--- config.mk ---
export PLATFORM = sky130hd
export DESIGN_NAME = pfde_clip
export DESIGN_NICKNAME = d
export VERILOG_FILES = /design/src/hw/rtl/pfde_pkg.sv /design/src/hw/rtl/pfde_clip.sv
export SDC_FILE = /design/constraint.sdc
export NUM_CORES = 1
export LEC_CHECK = 0
export BUFFER_PORTS_ARGS = -buffer_cell sky130_fd_sc_hd__buf_4
export CAP_MARGIN = 10
export CELL_PAD_IN_SITES_DETAIL_PLACEMENT = 1
export CELL_PAD_IN_SITES_GLOBAL_PLACEMENT = 1
export CORE_UTILIZATION = 49
export CTS_BUF_LIST = sky130_fd_sc_hd__clkbuf_16
export DETAILED_ROUTE_END_ITERATION = 12
export PLACE_DENSITY_LB_ADDON = 0.15
export SYNTH_ARGS = -nofsm -noshare
export SYNTH_HDL_FRONTEND = slang
export SYNTH_SLANG_ARGS = --single-unit
--- constraint.sdc ---
create_clock -name clk -period 6.7 [get_ports clk]
set_clock_uncertainty 0.05 [all_clocks]
set_input_delay 1.005 -clock clk [delete_from_list [all_inputs] [get_ports clk]]
set_output_delay 1.005 -clock clk [all_outputs]
set_load 0.005 [all_outputs]
--- src/hw/rtl/pfde_pkg.sv ---
// Shared constants, types and helper functions for the page frame store draw engine.
`timescale 1ns / 1ps
package pfde_pkg;

  localparam int SCREEN_WIDTH = 128;
  localparam int SCREEN_ROWS  = 64;
  localparam int PAGE_COUNT   = (SCREEN_ROWS + 7) / 8;
  localparam int STORE_BYTES  = SCREEN_WIDTH * PAGE_COUNT;

  localparam int ADDR_W  = $clog2(STORE_BYTES);
  localparam int COL_W   = $clog2(SCREEN_WIDTH);
  localparam int PAGE_W  = (PAGE_COUNT > 1) ? $clog2(PAGE_COUNT) : 1;
  localparam int LIM_MAX = (SCREEN_WIDTH > SCREEN_ROWS) ? SCREEN_WIDTH : SCREEN_ROWS;
  localparam int POS_W   = $clog2(LIM_MAX);
  localparam int CNT_W   = $clog2(LIM_MAX + 1);
  localparam int CLIP_W  = 20;

  typedef logic signed [CLIP_W-1:0] clip_t;

  localparam clip_t WIDTH_LIM = clip_t'(SCREEN_WIDTH);
  localparam clip_t ROWS_LIM  = clip_t'(SCREEN_ROWS);

  localparam logic [2:0] CMD_PIXEL = 3'd0;
  localparam logic [2:0] CMD_HSPAN = 3'd1;
  localparam logic [2:0] CMD_VSPAN = 3'd2;
  localparam logic [2:0] CMD_CLEAR = 3'd3;
  localparam logic [2:0] CMD_READ  = 3'd4;

  localparam logic [1:0] COLOUR_CLEAR  = 2'd0;
  localparam logic [1:0] COLOUR_SET    = 2'd1;
  localparam logic [1:0] COLOUR_TOGGLE = 2'd2;
  localparam logic [1:0] COLOUR_NONE   = 2'd3;

  typedef struct packed {
    logic             none;
    logic [POS_W-1:0] start;
    logic [CNT_W-1:0] count;
    logic [POS_W-1:0] ortho;
  } clip_res_t;

  typedef struct packed {
    logic              rd;
    logic              rmw;
    logic              clr;
    logic [ADDR_W-1:0] addr;
    logic [7:0]        mask;
  } store_req_t;

  function automatic logic [ADDR_W-1:0] page_base(input logic [PAGE_W-1:0] page);
    page_base = ADDR_W'(ADDR_W'(page) * ADDR_W'(SCREEN_WIDTH));
  endfunction

  function automatic logic [7:0] head_mask(input logic [2:0] lo);
    head_mask = 8'hFF << lo;
  endfunction

  function automatic logic [7:0] tail_mask(input logic [2:0] hi);
    tail_mask = 8'hFF >> (3'd7 - hi);
  endfunction

  function automatic logic [7:0] paint_byte(input logic [1:0] mode, input logic [7:0] d,
                                            input logic [7:0] m);
    case (mode)
      COLOUR_CLEAR:  paint_byte = d & ~m;
      COLOUR_SET:    paint_byte = d | m;
      COLOUR_TOGGLE: paint_byte = d ^ m;
      default:       paint_byte = d;
    endcase
  endfunction

endpackage

--- src/hw/rtl/pfde_clip.sv ---
// Two-step span clipper: trims start and length against the screen edges.
`timescale 1ns / 1ps
module pfde_clip (
  input  logic                  clk,
  input  logic                  load,
  input  logic                  step,
  input  logic [2:0]            cmd,
  input  logic signed [15:0]    x_pos,
  input  logic signed [15:0]    y_pos,
  input  logic signed [15:0]    span_len,
  input  logic                  row_doubling,
  output pfde_pkg::clip_res_t   res
);
  import pfde_pkg::*;

  clip_t y_ext;
  clip_t y_use;
  clip_t x_ext;
  clip_t a;
  clip_t c;
  clip_t l;
  clip_t lim_a;
  clip_t lim_c;
  clip_t l1;
  clip_t a1;
  logic  c_ok;

  clip_t a1_q;
  clip_t l1_q;
  clip_t lim_q;
  clip_t c_q;
  logic  c_ok_q;

  clip_t sum;
  clip_t l2;

  always_comb begin
    x_ext = clip_t'(x_pos);
    y_ext = clip_t'(y_pos);
    y_use = row_doubling ? (y_ext <<< 1) : y_ext;
    if (cmd == CMD_VSPAN) begin
      a     = y_use;
      c     = x_ext;
      lim_a = ROWS_LIM;
      lim_c = WIDTH_LIM;
    end else begin
      a     = x_ext;
      c     = y_use;
      lim_a = WIDTH_LIM;
      lim_c = ROWS_LIM;
    end
    l    = (cmd == CMD_PIXEL) ? clip_t'(1) : clip_t'(span_len);
    c_ok = (c >= 0) && (c < lim_c);
    if (a < 0) begin
      l1 = l + a;
      a1 = '0;
    end else begin
      l1 = l;
      a1 = a;
    end
  end

  always_comb begin
    sum = a1_q + l1_q;
    l2  = (sum > lim_q) ? (lim_q - a1_q) : l1_q;
  end

  always_ff @(posedge clk) begin
    if (load) begin
      a1_q   <= a1;
      l1_q   <= l1;
      lim_q  <= lim_a;
      c_q    <= c;
      c_ok_q <= c_ok;
    end
    if (step) begin
      res.none  <= !c_ok_q || (l2 <= 0);
      res.start <= POS_W'(a1_q);
      res.count <= CNT_W'(l2);
      res.ortho <= POS_W'(c_q);
    end
  end

endmodule

==> impl_metrics.tcl, run 1 <==
set metrics [dict create \
    worstPathCellList "buf_4 > nor2_1 > nand2_1 > o21ai_0 > ha_1 > a21o_1 > a21oi_1 > o21ai_0 > nand2_1 > o2111ai_1 > nand4_1 > a31oi_1 > or3_1 > a31o_2" \
    cts-root-buf "clkbuf_16" \
    dr.pass1.iters 4 \
    start_util_pct 50.3 \
    pre_cts_slack_ns 1.99 \
    maxCapViolCount 0 \
    h-tree-depth 3 \
    critical-path-top-delay-family "compound AO/OA/AOI/OAI gates" \
    avgSynthCellArea_um2 9.70 \
    drive_above_1_share_pct 19.8 \
    clock_sinks 70 \
    synth-seq-cells 70 \
    finalHoldViolCount 0 \
    post_cts_buffers 0 \
    async_flop_share_pct 0 \
    tightest_slew_ns 0.619 \
    cp_max_fo 21 \
    critPathRequiredTime_ns 6.73 \
    dpl_cell_area_mm2 0.00616 \
    rsz0062_at_grt "no" \
    grt_overflow 0 \
    fin_setup_tns_ns 0 \
    slew-limit-headroom_pct 58.3 \
    worst_path_max_delay_cell "o21ai_0" \
    ys_types 68 \
    portBuffers 77 \
    ys_top_cells_by_area "edfxtp_1 39%, ha_1 9.6%, nand2_1 4.1%, o21ai_0 4.0%, and2_1 3.8%" \
    synthFlopType "edfxtp_1" \
    grt_pass1_vias 4835 \
    synth_seq_area_share_pct 38.5 \
    grt_start_max_net_pins 49 \
    period_minus_slack_ns 4.47 \
    yosys.cell_count.top_type "edfxtp_1" \
    critPathKind "input port to flip-flop" \
    clkSlewWorstSetupHoldPaths_ns 0.06 \
    die_area_mm2 0.0116 \
    core_mm2 0.0108 \
    vias_per_cell 5.97 \
    cts-buffers-inserted 9 \
    place_inst 765 \
    p_leak_nw 2.64 \
    synth_nets 661 \
    rows 38 \
    hold_class "flip-flop to flip-flop" \
    fin_cells 781 \
    fin_crit_sh_pct 66.8 \
    synth_cells 562 \
    crit_path_end_kind "flip-flop" \
    grt_pass1_wl_mm 24.0 \
    hpwlAfterDp_mm 11.7 \
    track_usage_pct 27.2 \
    wire_per_inst_um 19.2 \
    cp.arrival_ns 4.51 \
    num_io_pins 78 \
    power_mw 1.64 \
    drc_errors 0 \
    via_count 4659 \
    cp_slowest_stage_delay_ns 0.66 \
    yosysWarnings 0 \
    die_h_um 108 \
    max-vdd-ir-drop_uv 121 \
    hold_ws_ns 0.371 \
    drt-total-wl_mm 15.0 \
    postRouteAntennaNets 0 \
    drtIter0Drc 195 \
    ctsResizeCount 0 \
    synth_top_area_cell "edfxtp_1" \
    clk_path_buf_depth 2 \
    worst_slack_ns 2.23 \
    cts_hold_buf 0 \
    synth.top_cell.area_share_pct 38.5 \
    routabilityCongestion 0.897 \
    status "complete, no violations" \
    critPathLaunchType "input port" \
    utilization_pct 59.5 \
    area_growth_pct 18.2 \
    drv_slew 0 \
    setup_viol 0 \
    n_antenna_cell 0 \
    synthTopCellsByCount "70 x edfxtp_1, 59 x nand2_1, 44 x o21ai_0, 42 x ha_1, 41 x nor2_1" \
    final_area_mm2 0.00645 \
    syn_area_mm2 0.00545 \
    fp.dieW_um 108 \
    nets 735 \
    clock_latency_ns 0.33 \
    cts_tree "done" \
    timing.fmax_mhz 223 \
    power_density_mw_per_mm2 255 \
    synth_edf_count 70 \
    antenna_found_initial 0 \
    worst-path-buf-inv 1 \
]
==> worst reg2reg max path: cells and delay by family (launching register included) <==
family / cells / cell delay, ns
buf+inv: 1 / 0.07
xor+xnor: 1 / 0.14
simple gates: 5 / 0.54
fa+ha+maj: 3 / 0.99
flops: 1 / 0.49
compound gates: 6 / 1.42
mux: 1 / 0.39
==> cells by family (layout without fill, tap and decap cells) <==
logic type      count (synthesis)  after routing  share of synthesized area (%)
simple gates                  207            207                           18.9
buf+inv                        37            116                           2.57
mux                            30             30                           6.47
xor+xnor                       31             31                           4.98
flops                          70             70                           38.5
compound gates                142            142                           18.1
other cells                     1              1                         0.0688
fa+ha+maj                      44             44                           10.4
==> worst paths after layout <==
kind | start | endpoint | slack, ns | depth (start not counted)
max | cmd[0] | l1_q[15] | 2.23 | 14
min | c_q[6] | res[6] | 0.37 | 0
max reg2reg | a1_q[0] | res[12] | 2.36 | 17
min reg2reg | c_q[6] | res[6] | 0.37 | 0
==> area by class of cell <==
type | instances | area [um2]
fill | 1262 | 4390
multi-input combinational | 455 | 3210
sequential | 70 | 2100
timing repair buffer | 79 | 593
clock buffer | 9 | 225
tap | 140 | 175
inverter | 21 | 78.8
clock inverter | 7 | 62.6
==> layout by cell type (no fill, tap or decap), drive strengths merged, types with 13 or more instances in the layout <==
| cell | count |
|---|---|
| buf | 79 |
| edfxtp | 70 |
| nand2 | 59 |
| o21ai | 50 |
| ha | 42 |
| nor2 | 41 |
| and2 | 33 |
| a21oi | 28 |
| inv | 26 |
| nor3 | 23 |
| xnor2 | 18 |
| mux2i | 18 |
| xor2 | 13 |
| nand3 | 13 |
==> state kept, by name, summed over array words and instances, names as in the netlist <==
| signal | flops |
|---|---|
| c_ok_q | 1 |
| c_q | 7 |
| l1_q | 20 |
| lim_q | 2 |
| a1_q | 17 |
| res | 23 |
==> power breakdown <==
part / internal, mW / switching [mW]
Clock: 0.259 / 0.199
Sequential: 0.552 / 0.0417
Combinational: 0.269 / 0.322
Total: 1.08 / 0.563
==> per-layer routing <==
metal	track usage, %	wire length [um]
met5	0	0
met4	11.5	312
met2	46.3	7470
met1	33.4	6470
met3	5.21	732
No activity file was read; power rests on OpenSTA's default activity.
==> inputs of run 2 (changes only) <==
--- a/config.mk
+++ b/config.mk
@@ -5,11 +5,12 @@
 export SDC_FILE = /design/constraint.sdc
 export NUM_CORES = 1
 export LEC_CHECK = 0
+export ABC_AREA = 1
 export BUFFER_PORTS_ARGS = -buffer_cell sky130_fd_sc_hd__buf_4
 export CAP_MARGIN = 10
 export CELL_PAD_IN_SITES_DETAIL_PLACEMENT = 1
 export CELL_PAD_IN_SITES_GLOBAL_PLACEMENT = 1
-export CORE_UTILIZATION = 49
+export CORE_UTILIZATION = 39
 export CTS_BUF_LIST = sky130_fd_sc_hd__clkbuf_16
 export DETAILED_ROUTE_END_ITERATION = 12
 export PLACE_DENSITY_LB_ADDON = 0.15
==> constraint.sdc (replaced) <==
create_clock -name clk -period 3.6 [get_ports clk]
set_clock_uncertainty 0.05 [all_clocks]
set_input_delay 0.54 -clock clk [delete_from_list [all_inputs] [get_ports clk]]
set_output_delay 0.54 -clock clk [all_outputs]
set_load 0.005 [all_outputs]
==> run 2 against run 1 <==
  * Die area is 35% higher
  * Sequential share of layout area decreased by 4.0 points
  * Routed wire length up 23%
  * Cell area grew 14%
  * Clock power increased by 120%
  * Clock-buffer cell count stayed put
  * Worst hold slack is essentially flat
  * Sequential power increased by 87%
  * Synthesized area up 7.9%
  * Sequential cell count stayed put
  * Global-route usage shrank 3.5 points
  * Cell count is 43% higher
==> impl_metrics.tcl, run 2 <==
set metrics [dict create \
    status "complete, no violations" \
    dr.pass1.iters 4 \
    area_growth_pct 24.9 \
    avgSynthCellArea_um2 7.13 \
    maxCapViolCount 0 \
    start_util_pct 40.2 \
    cp_max_fo 8 \
    h-tree-depth 3 \
    muxShareOfSynthArea_pct 0 \
    synth_seq_area_share_pct 35.7 \
    synth_nets 925 \
    synth.top_cell.area_share_pct 35.7 \
    postRouteAntennaNets 0 \
    clk_path_buf_depth 2 \
    track_usage_pct 23.7 \
    grt_start_max_net_pins 48 \
    final_common_cell "nand2_1" \
    synth_compound_area_share_pct 10.0 \
    routabilityCongestion 0.910 \
    clock_sinks 70 \
    setup_viol 0 \
    via_count 5811 \
    yosys.area_share.simple_pct 30.4 \
    synth_adder_area_share_pct 9.61 \
    power_mw 3.47 \
    critPathRequiredTime_ns 3.65 \
    async_flop_share_pct 0 \
    timing.fmax_mhz 282 \
    synth_edf_count 70 \
    synthTopCellsByCount "258 x nand2_1, 142 x inv_1, 70 x edfxtp_1, 61 x o21ai_0, 56 x nor2_1" \
    rows 44 \
    drc_errors 0 \
    hold_class "flip-flop to flip-flop" \
    core_mm2 0.0146 \
    synth_xor_area_share_pct 4.04 \
    cp.arrival_ns 3.60 \
    vias_per_cell 5.20 \
    die_h_um 125 \
    crit_path_end_kind "flip-flop" \
    syn_area_mm2 0.00589 \
    cts_tree "done" \
    clock_latency_ns 0.34 \
    regMostFlops "res" \
    power_density_mw_per_mm2 472 \
    fp.dieW_um 125 \
    critPathLaunchType "flip-flop" \
    drtIter0Drc 235 \
    yosys.cell_count.top_type "nand2_1" \
    finalHoldViolCount 0 \
    reg.largest.list "res x23, l1_q x20, a1_q x17" \
    ys_top_cells_by_area "edfxtp_1 36%, nand2_1 16%, inv_1 9.1%, ha_1 8.9%, o21ai_0 5.2%" \
    nets 1028 \
    synth_cells 826 \
    ys_types 37 \
    clkSlewWorstSetupHoldPaths_ns 0.07 \
    grt_pass1_vias 6147 \
    rsz0062_at_grt "yes" \
    hold_ws_ns 0.372 \
    n_antenna_cell 0 \
    fin_crit_sh_pct 98.4 \
    drt-total-wl_mm 18.4 \
    final_cell_mix "250 x nand2_1, 140 x inv_1, 103 x buf_4" \
    portBuffers 77 \
    largest_reg_flops 23 \
    tightest_slew_ns 0.609 \
    antenna_found_initial 0 \
    synthFlopType "edfxtp_1" \
    max-vdd-ir-drop_uv 290 \
    critPathKind "flip-flop to flip-flop" \
    yosysWarnings 0 \
    cts-buffers-inserted 9 \
    slew-limit-headroom_pct 59.1 \
    synth_top_family_by_area "simple AND/OR/NAND/NOR gates" \
    cts_hold_buf 0 \
    wire_per_inst_um 16.4 \
    num_io_pins 78 \
    synth-seq-cells 70 \
    drv_slew 0 \
    grt_pass1_wl_mm 29.5 \
    cts-root-buf "clkbuf_16" \
    die_area_mm2 0.0156 \
    period_minus_slack_ns 3.54 \
    drive_above_1_share_pct 19.2 \
    p_leak_nw 3.67 \
    utilization_pct 50.2 \
    fin_setup_tns_ns 0 \
    grt_overflow 0 \
    hpwlAfterDp_mm 14.6 \
    synth_top_area_cell "edfxtp_1" \
]
-- run 2: per-stage QoR --
step / std cells / worst slack [ns] / cell area, um2
after floorplan: 826 / 0.0896 / 5890
after global placement: 1088 / 0.0575 / 6760
after detailed placement: 1088 / -0.0866 / 6760
after CTS: 1106 / 0.0274 / 7110
after global routing: 1118 / -0.165 / 7350
final: 1118 / 0.0580 / 7350
-- run 2: kinds of logic (layout without fill, tap and decap cells) --
family                   count (synthesis)  in the layout
buffers and inverters                  158            265
flip-flops                              70             70
adder cells (fa/ha/maj)                 44             44
AO/OA/AOI/OAI                          110            110
other                                    1              1
XOR/XNOR                                25             25
AND/OR/NAND/NOR                        418            419
-- run 2: where the power goes --
group / internal, mW / leakage (nW) / switching [mW]
combinational: 0.539 / 2.83 / 0.831
clock: 0.616 / 0.161 / 0.369
sequential: 1.03 / 0.679 / 0.0766
-- run 2: final cells by class --
type	instances	area, um2
repair buffers	105	796
clock inverters	7	104
flip-flops and latches	70	2100
inverters	144	541
fillers	1859	7300
well taps	184	230
clock buffers	9	225
multi-input cells	599	3350
-- run 2: what timing repair did --
item | CTS | global route
hold endpoints to repair | 0 | 0
setup buffers | 2 | 11
setup endpoints to repair | 1 | 1
pin swaps | 0 | 19
gates cloned | 0 | 1
gates resized for setup | 3 | 34
-- run 2: final timing paths --
path / start / endpoint / slack, ns / depth (start not counted)
worst max-delay path: l1_q[0] / res[22] / 0.06 / 26
worst min-delay path: c_q[6] / res[6] / 0.37 / 0
worst max register to register: l1_q[0] / res[22] / 0.06 / 26
worst min register to register: c_q[6] / res[6] / 0.37 / 0
-- run 2: per-layer routing --
layer,global-route usage [%],vias to the layer above,wire length [um]
met5,0,-,0
met2,42.8,112,9130
li1,-,2883,-
met3,2.84,36,504
met1,28.5,2780,8160
met4,9.54,0,598
-- run 2: worst max-delay path: stages (launching register included) --
cell      delay, ns
edfxtp_1       0.40
ha_2           0.22
inv_2          0.05
fa_2           0.37
inv_2          0.10
nand3_4        0.08
nand2_4        0.08
nand2_2        0.05
nand2_2        0.09
xnor2_2        0.06
ha_1           0.27
nand4_1        0.09
nor2_1         0.11
nand3_1        0.07
nor2_1         0.11
nand2_1        0.07
nand2_1        0.05
nand4_1        0.08
nor2_2         0.14
nand3_2        0.14
buf_6          0.19
nand3_2        0.07
nand2_1        0.09
nand2_1        0.07
nor2_1         0.04
nand3_1        0.08
nand2_1        0.05
==> inputs of run 3 (changes only) <==
--- a/config.mk
+++ b/config.mk
@@ -10,7 +10,8 @@
 export CAP_MARGIN = 10
 export CELL_PAD_IN_SITES_DETAIL_PLACEMENT = 1
 export CELL_PAD_IN_SITES_GLOBAL_PLACEMENT = 1
-export CORE_UTILIZATION = 39
+export CORE_ASPECT_RATIO = 0.8
+export CORE_UTILIZATION = 30
 export CTS_BUF_LIST = sky130_fd_sc_hd__clkbuf_16
 export DETAILED_ROUTE_END_ITERATION = 12
 export PLACE_DENSITY_LB_ADDON = 0.15
==> run 3 against run 2 <==
  * Via count fell by 6.0%
  * Maximum frequency is 0.99% higher
  * Utilization decreased by 11 points
  * Sequential share of layout area down 0.24 points
  * Clock-buffer cell count unchanged
  * Critical endpoint unchanged
  * Register-to-register slack better by 0.03 ns
  * Cell area is 0.85% higher
==> impl_metrics.tcl, run 3 (synthesis gave the netlist of run 2 again) <==
set metrics [dict create \
    n_antenna_cell 0 \
    cts_hold_buf 0 \
    hp-start "c_q[6]" \
    wire_per_inst_um 14.7 \
    hold_class "flip-flop to flip-flop" \
    drtIter0Drc 248 \
    grt_pass1_wl_mm 28.9 \
    portBuffers 77 \
    num_io_pins 78 \
    drv_slew 0 \
    critPathKind "flip-flop to flip-flop" \
    cts_tree "done" \
    tightest_slew_ns 0.719 \
    critPathLaunchType "flip-flop" \
    routabilityCongestion 0.824 \
    reg.largest.list "res x23, l1_q x20, a1_q x17" \
    fp.dieW_um 159 \
    critPathRequiredTime_ns 3.62 \
    clkSlewWorstSetupHoldPaths_ns 0.07 \
    rsz0062_at_grt "yes" \
    seq_area_mm2 0.00210 \
    grt_overflow 0 \
    pre_cts_slack_ns -0.168 \
    dr.pass1.iters 4 \
    grt_pass1_vias 5572 \
    p_leak_nw 3.65 \
    track_usage_pct 18.5 \
    setup_viol 0 \
    crit_path_end_kind "flip-flop" \
    regMostFlops "res" \
    r2r-start "a1_q[0]" \
    cts-root-buf "clkbuf_16" \
    status "complete, no violations" \
    utilization_pct 38.8 \
    grt_start_max_net_pins 48 \
    drt-total-wl_mm 17.6 \
    rows 45 \
    maxCapViolCount 0 \
    timing.fmax_mhz 285 \
    clk_path_buf_depth 2 \
    fin_crit_sh_pct 97.4 \
    drive_above_1_share_pct 18.1 \
    postRouteAntennaNets 0 \
    power_density_mw_per_mm2 457 \
    period_minus_slack_ns 3.51 \
    final_common_cell "nand2_1" \
    worst_slack_ns 0.0926 \
    via_count 5465 \
    core_mm2 0.0191 \
    start_util_pct 30.8 \
    multi_input_area_mm2 0.00331 \
    slew-limit-headroom_pct 51.6 \
    die_area_mm2 0.0202 \
    vias_per_cell 4.58 \
    h-tree-depth 3 \
    nets 1029 \
    die_h_um 127 \
    cp_max_fo 4 \
    nFillCells 2411 \
    clock_sinks 70 \
    largest_reg_flops 23 \
    final_cell_mix "253 x nand2_1, 141 x inv_1, 105 x buf_4" \
    antenna_found_initial 0 \
    fin_setup_tns_ns 0 \
    clock_latency_ns 0.33 \
    drc_errors 0 \
    hpwlAfterDp_mm 14.6 \
    cts-buffers-inserted 9 \
    area_growth_pct 25.9 \
    cp.arrival_ns 3.53 \
    crit_start "a1_q[0]" \
    finalHoldViolCount 0 \
    power_mw 3.39 \
    max-vdd-ir-drop_uv 211 \
]
## run 3: worst max-delay path, stage by stage (launching register included)
cell,delay [ns]
edfxtp_1,0.37
ha_2,0.19
inv_1,0.05
fa_2,0.35
inv_2,0.07
nand3_2,0.08
nand2_2,0.08
nand2_1,0.06
nand2_2,0.08
xnor2_1,0.06
ha_1,0.30
nand4_1,0.11
nor2_1,0.11
nand3_1,0.08
nor2_1,0.09
nand2_1,0.05
nand2_1,0.06
nand4_1,0.11
nor2_2,0.12
nand3_2,0.13
nand2_4,0.12
nand2_1,0.07
o21ai_1,0.18
nor2_1,0.10
nand3_1,0.09
nand2_1,0.08
## run 3: repair_timing
item,CTS,global route
gates resized for setup,17,8
gates cloned,1,0
buffers inserted,6,1
endpoints found under the setup margin,3,8
pin swaps,4,5
## run 3: path summary, 6_finish.rpt
path | to | slack [ns] | depth (start not counted)
worst min-delay path | res[6] | 0.37 | 0
worst min register to register | res[6] | 0.37 | 0
worst max register to register | res[22] | 0.09 | 25
worst max-delay path | res[22] | 0.09 | 25
## run 3: report_power, final
part	total, mW	switching, mW	leakage (nW)	internal [mW]
Combinational	1.31	0.777	2.82	0.533
Sequential	1.10	0.0685	0.679	1.03
Clock	0.978	0.362	0.157	0.615
## run 3: layout make-up
| class | instances | share of cell area [%] |
|---|---|---|
| sequential | 70 | 28.4 |
| tap | 258 | 4.36 |
| clock inverter | 7 | 1.38 |
| multi-input combinational | 598 | 44.6 |
| clock buffer | 9 | 3.04 |
| timing repair buffer | 107 | 10.9 |
| inverter | 144 | 7.29 |
## run 3: metal layers
layer	global-route usage (%)	vias up	wire, um
met2	29.4	61	7710
met5	0	-	0
met4	2.71	0	105
met1	27.1	2510	9400
li1	-	2888	-
met3	2.31	6	357
## run 3: metrics by stage
| stage | cells | hold slack (ns) | cell area, um2 |
|---|---|---|---|
| 3_5_place_dp | 1169 | 0.356 | 6900 |
| 4_1_cts | 1192 | 0.373 | 7380 |
| 6_report | 1193 | 0.370 | 7410 |
| 5_1_grt | 1193 | 0.371 | 7410 |
| 2_1_floorplan | 826 | 0.350 | 5890 |
| 3_3_place_gp | 1169 | 0.352 | 6900 |
